`config.mk`:
```
export PLATFORM = sky130hd
export DESIGN_NAME = ras_seq
export DESIGN_NICKNAME = d
export VERILOG_FILES = /design/src/sv/ras_pkg.sv /design/src/sv/ras_seq.sv
export SDC_FILE = /design/constraint.sdc
export NUM_CORES = 1
export LEC_CHECK = 0
export BUFFER_PORTS_ARGS = -buffer_cell sky130_fd_sc_hd__buf_4
export CAP_MARGIN = 20
export CELL_PAD_IN_SITES_DETAIL_PLACEMENT = 0
export CELL_PAD_IN_SITES_GLOBAL_PLACEMENT = 1
export CORE_AREA = 2 2 39 41
export CTS_BUF_LIST = sky130_fd_sc_hd__clkbuf_8
export DETAILED_ROUTE_END_ITERATION = 8
export DIE_AREA = 0 0 41 43
export PLACE_DENSITY_LB_ADDON = 0.25
export SYNTH_ARGS = -nofsm -noshare
export SYNTH_HDL_FRONTEND = slang
export SYNTH_SLANG_ARGS = --single-unit
```
`constraint.sdc`:
```
create_clock -name i_clk -period 2.2 [get_ports i_clk]
set_clock_uncertainty 0.05 [all_clocks]
set_input_delay 0.22 -clock i_clk [delete_from_list [all_inputs] [get_ports i_clk]]
set_output_delay 0.22 -clock i_clk [all_outputs]
set_load 0.02 [all_outputs]
```
`src/sv/ras_pkg.sv`:
```
package ras_pkg;

    localparam int POS_BITS  = 10;
    localparam int STEP_BITS = 3;

    localparam logic OP_LOAD   = 1'b0;
    localparam logic OP_SEARCH = 1'b1;

    localparam logic [STEP_BITS-1:0] STEP_FETCH  = 3'd0;
    localparam logic [STEP_BITS-1:0] STEP_MID    = 3'd1;
    localparam logic [STEP_BITS-1:0] STEP_LO     = 3'd2;
    localparam logic [STEP_BITS-1:0] STEP_HI     = 3'd3;
    localparam logic [STEP_BITS-1:0] STEP_LAST   = 3'd4;
    localparam logic [STEP_BITS-1:0] STEP_DECIDE = 3'd5;

    typedef enum logic [1:0] {
        ADDR_MID,
        ADDR_LO,
        ADDR_HI
    } t_addr_sel;

    typedef enum logic [1:0] {
        CAP_NONE,
        CAP_MID,
        CAP_LO,
        CAP_HI
    } t_cap_sel;

    typedef enum logic [1:0] {
        SEQ_FETCH,
        SEQ_RANGE,
        SEQ_NEXT,
        SEQ_DECIDE
    } t_seq_mode;

    typedef struct packed {
        t_addr_sel             addr_sel;
        t_cap_sel              cap_sel;
        t_seq_mode             seq_mode;
        logic [STEP_BITS-1:0]  next_step;
    } t_uop;

    typedef struct packed {
        logic      accept;
        logic      decide;
        t_addr_sel addr_sel;
        t_cap_sel  cap_sel;
    } t_ctrl;

    typedef struct packed {
        logic empty;
        logic done;
        logic out_block;
    } t_stat;

    function automatic t_uop ucode(input logic [STEP_BITS-1:0] step);
        t_uop u;
        case (step)
            STEP_FETCH:  u = '{ADDR_MID, CAP_NONE, SEQ_FETCH,  STEP_MID};
            STEP_MID:    u = '{ADDR_MID, CAP_NONE, SEQ_RANGE,  STEP_LO};
            STEP_LO:     u = '{ADDR_LO,  CAP_MID,  SEQ_NEXT,   STEP_HI};
            STEP_HI:     u = '{ADDR_HI,  CAP_LO,   SEQ_NEXT,   STEP_LAST};
            STEP_LAST:   u = '{ADDR_MID, CAP_HI,   SEQ_NEXT,   STEP_DECIDE};
            STEP_DECIDE: u = '{ADDR_MID, CAP_NONE, SEQ_DECIDE, STEP_MID};
            default:     u = '{ADDR_MID, CAP_NONE, SEQ_NEXT,   STEP_FETCH};
        endcase
        return u;
    endfunction

endpackage

```
`src/sv/ras_seq.sv`:
```
module ras_seq (
    input  logic           i_clk,
    input  logic           i_rst_n,
    input  logic           i_valid,
    input  logic           i_op,
    input  ras_pkg::t_stat i_stat,
    output ras_pkg::t_ctrl o_ctrl,
    output logic           o_stall
);

    logic [ras_pkg::STEP_BITS-1:0] r_pc;
    logic [ras_pkg::STEP_BITS-1:0] n_pc;
    ras_pkg::t_uop                 uop;

    assign uop = ras_pkg::ucode(r_pc);

    always_comb begin
        case (uop.seq_mode)
            ras_pkg::SEQ_FETCH: begin
                n_pc = (i_valid && i_op == ras_pkg::OP_SEARCH) ? uop.next_step : r_pc;
            end
            ras_pkg::SEQ_RANGE: begin
                n_pc = i_stat.empty ? ras_pkg::STEP_DECIDE : uop.next_step;
            end
            ras_pkg::SEQ_DECIDE: begin
                if (i_stat.done) begin
                    n_pc = i_stat.out_block ? r_pc : ras_pkg::STEP_FETCH;
                end else begin
                    n_pc = uop.next_step;
                end
            end
            default: begin
                n_pc = uop.next_step;
            end
        endcase
    end

    always_ff @(posedge i_clk) begin
        if (!i_rst_n) begin
            r_pc <= ras_pkg::STEP_FETCH;
        end else begin
            r_pc <= n_pc;
        end
    end

    assign o_ctrl.accept   = i_valid && (uop.seq_mode == ras_pkg::SEQ_FETCH);
    assign o_ctrl.decide   = (uop.seq_mode == ras_pkg::SEQ_DECIDE);
    assign o_ctrl.addr_sel = uop.addr_sel;
    assign o_ctrl.cap_sel  = uop.cap_sel;
    assign o_stall         = (uop.seq_mode != ras_pkg::SEQ_FETCH);

    a_pc_range: assert property (@(posedge i_clk) disable iff (!i_rst_n)
        r_pc <= ras_pkg::STEP_DECIDE)
        else $error("step counter left the program");

endmodule

```
==> impl_metrics.csv, run 1 <==
group,metric,value,unit
status,outcome,"complete, no violations",
drt,drc,0,
drt,drtIter0Drc,2,
finish,drive_gt1_share,46.7,%
drt,viasPerCell,4.41,
cts,cts_buffers,3,
pwr,irDropWorstVdd,394,µV
drt,dr.pass1.iters,2,
finish,fin_nets,53,
sta,finalMaxSlewViolations,0,
sta,finalCritPeriodShare,72.0,%
placed_design,dp_hpwl,435,µm
floorplanning,die_w,41,µm
synthesis,yosysWarnings,0,
sta,setup_viol,0,
cts,cts_setup_buffers,0,
grt,antenna_found_initial,0,
flow_run,cap_viol_max_count,0,
setup_path,arrival,1.31,ns
floorplanning,initial_core_util,17.9,%
synthesis,yosys-top-cells-area,"dfxtp_1, buf_4, nor3b_2",
setup_path,path_cells,"or3_4 -> nor2_2 -> buf_4",
sta,hold_violations,0,
cts,cts_resized,0,
synthesis,yosys-top-cells-count,"dfxtp_1, inv_1, nand2_1, nor2_1",
floorplanning,io_pins,14,
floorplanning,die_h,43,µm
setup_path,cp_slowest_cell,"or3_4",
synthesis,synthCells,31,
min_path,hold_start,"i_rst_n",
setup_path,crit_buf_inv,1,
setup_path,ff2ff_setup_slack,0.97,ns
setup_path,path_class,"reg2out",
synthesis,synth_top_cell_area_share,24.2,%
min_path,holdPathStages,2,
setup_path,path_max_fanout,13,
cts,clock_latency,0.22,ns
min_path,hold_end,"r_pc[1]",
synthesis,synth_flop_cell,"dfxtp_1",
grt,grt_pass1_vias,220,
cts,htree_levels,1,
synthesis,ys_ff_latch,3,
setup_path,end_kind,"primary output",
synthesis,yosysSeqAreaShare,24.2,%
finish,synthToLayoutAreaGrowth,55.1,%
synthesis,synth_fp_nets,38,
synthesis,avgSynthCellArea,7.99,µm²
grt,grt_max_degree,14,
grt,grt_use_total,7.62,%
sta,max_slew_margin,71.3,%
cts,cts_hold_buf,0,
synthesis,yosysTopAreaCell,"dfxtp_1",
setup_path,timing.rr.start,"r_pc[2]",
sta,timing.hold.ws,0.233,ns
pwr,switchingPower,0.0857,mW
pwr,clkPwrFrac,51.0,%
cts,clock-sinks,3,
pwr,seq_power_share,23.8,%
setup_path,crit_family,"simple AND/OR/NAND/NOR gates",
drt,wl_per_cell,9.39,µm
min_path,hp-class,"in2reg",
setup_path,r2r_end,"r_pc[2]",
floorplanning,placement_rows,14,
finish,top_regs,"r_pc x3",
cts,cts_tree,"built",
pwr,power_frac_comb,25.2,%
grt,grt_pass1_wl,862,µm
drt,dr_total_vias,269,
pwr,p_int,0.218,mW
placed_design,io_buffers,13,
pwr,power.leakage,0.182,nW
floorplanning,core_area,1380,µm²
placed_design,gp_congestion,0.696,
synthesis,synth_cell_types,21,
pwr,netSwitchingFraction,28.2,%
drt,finalWirelength,573,µm
setup_path,slowest_delay,0.45,ns
cts,clk_pin_slew,0.03,ns
synthesis,syn_area,248,µm²
sta,worst_slew_pin_slew,0.430,ns
floorplanning,die_area,1760,µm²
sta,tns,0,ns
cts,root_buffer,"clkbuf_8",
finish,largest_reg_flops,3,
pwr,power.density,792,nW/µm²
setup_path,critical_path_required,1.93,ns
grt,grt_remaining_overflow,0,
sta,period_needed,1.58,ns
setup_path,startpoint_type,"flop",
finish,regMostFlops,"r_pc",
synthesis,synth_edf_count,0,
cts,cts_max_path_buffers,2,
sta,max_freq,0.631,GHz
setup_path,rr_worst_depth,3,
synthesis,async_flop_share,0,%
sta,rsz0062_at_grt,"false",
drt,ant_nets,0,
finish,antennaDiodeCount,0,
## per-stage QoR
| stage | cell area (µm²) | std cells | utilization (%) | worst slack, ns | power (mW) |
|---|---|---|---|---|---|
| final | 384 | 61 | 27.8 | 0.616 | 0.304 |
| after global routing | 384 | 61 | 27.8 | 0.538 | 0.328 |
| after detailed placement | 339 | 57 | 24.5 | 0.836 | 0.151 |
| after CTS | 384 | 61 | 27.8 | 0.603 | 0.312 |
| after global placement | 339 | 57 | 24.5 | 0.860 | 0.150 |
| after floorplan | 248 | 31 | - | 0.853 | 0.126 |
## final cells by class
type                    count  area, µm²
clock buffers               3       41.3
clock inverters             1       3.75
fillers                   159       1000
inverters                   3       11.3
multi-input cells          22        150
flip-flops and latches      3       60.1
well taps                  16       20.0
repair buffers             13       97.6
## logic make-up (layout without fill, tap and decap cells)
| group | Yosys count | count (layout) | synth area share [%] |
|---|---|---|---|
| buf+inv | 6 | 20 | 15.1 |
| compound gates | 7 | 7 | 21.7 |
| xor+xnor | 1 | 1 | 3.54 |
| flops | 3 | 3 | 24.2 |
| simple gates | 14 | 14 | 35.4 |
## power groups by stage
stage	registers (mW)	logic, mW	clock network (mW)
finish	0.0725	0.0766	0.155
global route	0.0757	0.0835	0.169
CTS	0.0727	0.0779	0.161
detailed placement	0.0734	0.0777	0
global placement	0.0729	0.0767	0
floorplan	0.0627	0.0631	0
## placed cells by master, fill, tap and decap left out
cell type  Yosys  final
a21oi_1        2      2
o21a_1         1      1
dfxtp_1        3      3
nor3b_2        1      1
nor2_2         1      1
nor2_1         3      3
inv_1          3      4
o221ai_1       1      1
nor3_1         1      1
buf_4          2     13
nand3_1        1      1
clkbuf_8       0      3
nand2_1        3      3
a21o_1         1      1
nor3_2         1      1
and3_2         1      1
a311oi_1       1      1
a2111o_1       1      1
xnor2_1        1      1
nor3b_1        1      1
or3_4          1      1
## routing by layer
metal	share of wire, %	wire [µm]	vias to the layer above	GRT usage (%)
met1	42	240	125	9.27
met2	47	268	9	10.0
met4	0	0	0	2.00
met3	11	64	0	6.28
met5	0	0	-	0
li1	-	-	135	-
## worst max path at each step
stage / from / to / slack (ns) / cells past startpoint
global route: r_pc[0] / o_ctrl[1] / 0.54 / 4
finish: r_pc[2] / o_ctrl[5] / 0.62 / 3
floorplan: r_pc[0] / o_ctrl[1] / 0.85 / 4
global placement: r_pc[2] / o_ctrl[5] / 0.86 / 3
CTS: r_pc[2] / o_ctrl[5] / 0.60 / 3
detailed placement: r_pc[2] / o_ctrl[5] / 0.84 / 3
Note: power is estimated with default switching activity, not from simulation.
==> run 2, diff against run 1 <==
Clock period 2.2 ns to 1.3 ns, I/O delays scaled along.
==> impl_metrics.csv, run 2 (synthesis results as in run 1) <==
group,metric,value,unit
status,outcome,"finished, violations left",
status,violations,"negative setup slack",
cts,htree_levels,1,
floorplanning,die_h,43,µm
finish,multi_input_area,161,µm²
cts,clock_latency,0.22,ns
drt,viasPerCell,4.32,
grt,grt_max_degree,10,
finish,final_cell_mix,"buf_4, nor2_1, inv_1, nand2_1, clkbuf_8",
sta,timing.hold.ws,0.142,ns
sta,finalMaxSlewViolations,0,
setup_path,timing.rr.start,"r_pc[0]",
floorplanning,placement_rows,14,
finish,fin_nets,57,
sta,rsz0062_at_grt,"true",
setup_path,critical_path_required,1.12,ns
setup_path,path_max_fanout,4,
cts,clk_pin_slew,0.03,ns
finish,drive_gt1_share,59.2,%
grt,grt_use_total,8.73,%
floorplanning,core_area,1380,µm²
pwr,irDropWorstVdd,310,µV
cts,cts_max_path_buffers,2,
setup_path,startpoint_type,"flop",
finish,antennaDiodeCount,0,
grt,antenna_found_initial,0,
finish,seqCellArea,68.8,µm²
min_path,hold_start,"i_rst_n",
setup_path,arrival,1.14,ns
sta,finalCritPeriodShare,102,%
floorplanning,initial_core_util,17.9,%
sta,tns,-0.0219,ns
drt,dr_total_vias,281,
drt,drtIter0Drc,5,
finish,synthToLayoutAreaGrowth,76.8,%
grt,grt_remaining_overflow,0,
sta,worst_slew_pin_slew,0.215,ns
pwr,power.leakage,0.209,nW
floorplanning,die_w,41,µm
cts,cts_tree,"built",
setup_path,crit_start,"r_pc[2]",
floorplanning,die_area,1760,µm²
drt,wl_per_cell,9.20,µm
finish,fin_cells,65,
finish,layout_commonest_cell,"buf_4",
sta,setup_slack,-0.0219,ns
sta,max_freq,0.756,GHz
drt,ant_nets,0,
pwr,power.density,1250,nW/µm²
placed_design,placedCellCount,59,
flow_run,cap_viol_max_count,0,
sta,hold_violations,0,
sta,period_needed,1.32,ns
finish,largest_reg_flops,3,
finish,regMostFlops,"r_pc",
min_path,hp-class,"in2reg",
placed_design,gp_congestion,0.741,
sta,max_slew_margin,85.6,%
cts,cts_hold_buf,0,
drt,drc,0,
drt,dr.pass1.iters,4,
grt,grt_pass1_vias,265,
floorplanning,io_pins,14,
setup_path,path_class,"reg2out",
drt,finalWirelength,598,µm
finish,top_regs,"r_pc x3",
cts,clock-sinks,3,
sta,setup_viol,1,
finish,num-fill-cells,157,
setup_path,end_kind,"primary output",
placed_design,pre_cts_ws,0.0623,ns
cts,root_buffer,"clkbuf_8",
grt,grt_pass1_wl,1000,µm
cts,cts_buffers,3,
placed_design,io_buffers,13,
-- run 2: cell types whose count changed in the layout (fill, tap and decap cells not counted) --
cell and delta:
buf_4 +3, buf_6 +1, dfxtp_1 -3, dfxtp_2 +1
dfxtp_4 +2, inv_1 -1, inv_2 +1, nor2_2 -1
nor2_4 +1, nor3_2 -1, nor3_4 +1
-- run 2: path summary, 6_finish.rpt --
check	endpoint	slack (ns)	cells past startpoint
max reg2reg	r_pc[2]	0.14	4
min reg2reg	r_pc[1]	0.52	2
min	r_pc[1]	0.14	2
max	o_ctrl[5]	-0.02	3
-- run 2: final cells by class --
class                      instances  share of cell area, %
clock buffer                       3                   9.43
timing repair buffer              17                   30.0
multi-input combinational         22                   36.9
inverter                           3                   2.57
sequential                         3                   15.7
clock inverter                     1                  0.857
tap                               16                   4.57
-- run 2: where the power goes --
part,internal (mW),switching (mW)
clock network,0.201,0.0637
registers,0.102,0.0121
logic,0.0864,0.0806
total,0.389,0.156
-- run 2: routing by layer --
layer / vias to the layer above / track usage (%) / wire length, µm
met5: - / 0 / 0
met4: 0 / 8.00 / 17
met3: 2 / 3.14 / 48
met2: 10 / 12.2 / 319
met1: 127 / 9.62 / 212
li1: 142 / - / -
-- run 2: stage by stage --
stage	area, µm²	utilization (%)	power, mW
5_1_grt	438	31.6	0.579
3_5_place_dp	354	25.6	0.259
2_1_floorplan	248	-	0.213
4_1_cts	429	31.0	0.550
6_report	438	31.6	0.546
3_3_place_gp	354	25.6	0.260
-- run 2: worst max-delay path, stage by stage (launching register included) --
cell and delay (ns):
dfxtp_2 0.32, or3_4 0.40, nor2_4 0.09, buf_6 0.11
-- run 2: repair_timing --
item | in CTS | in global routing
setup buffers | 2 | 0
gates resized for setup | 6 | 3
endpoints found under the setup margin | 6 | 6
endpoints found under the hold margin | 0 | 0
pin swaps | 0 | 1
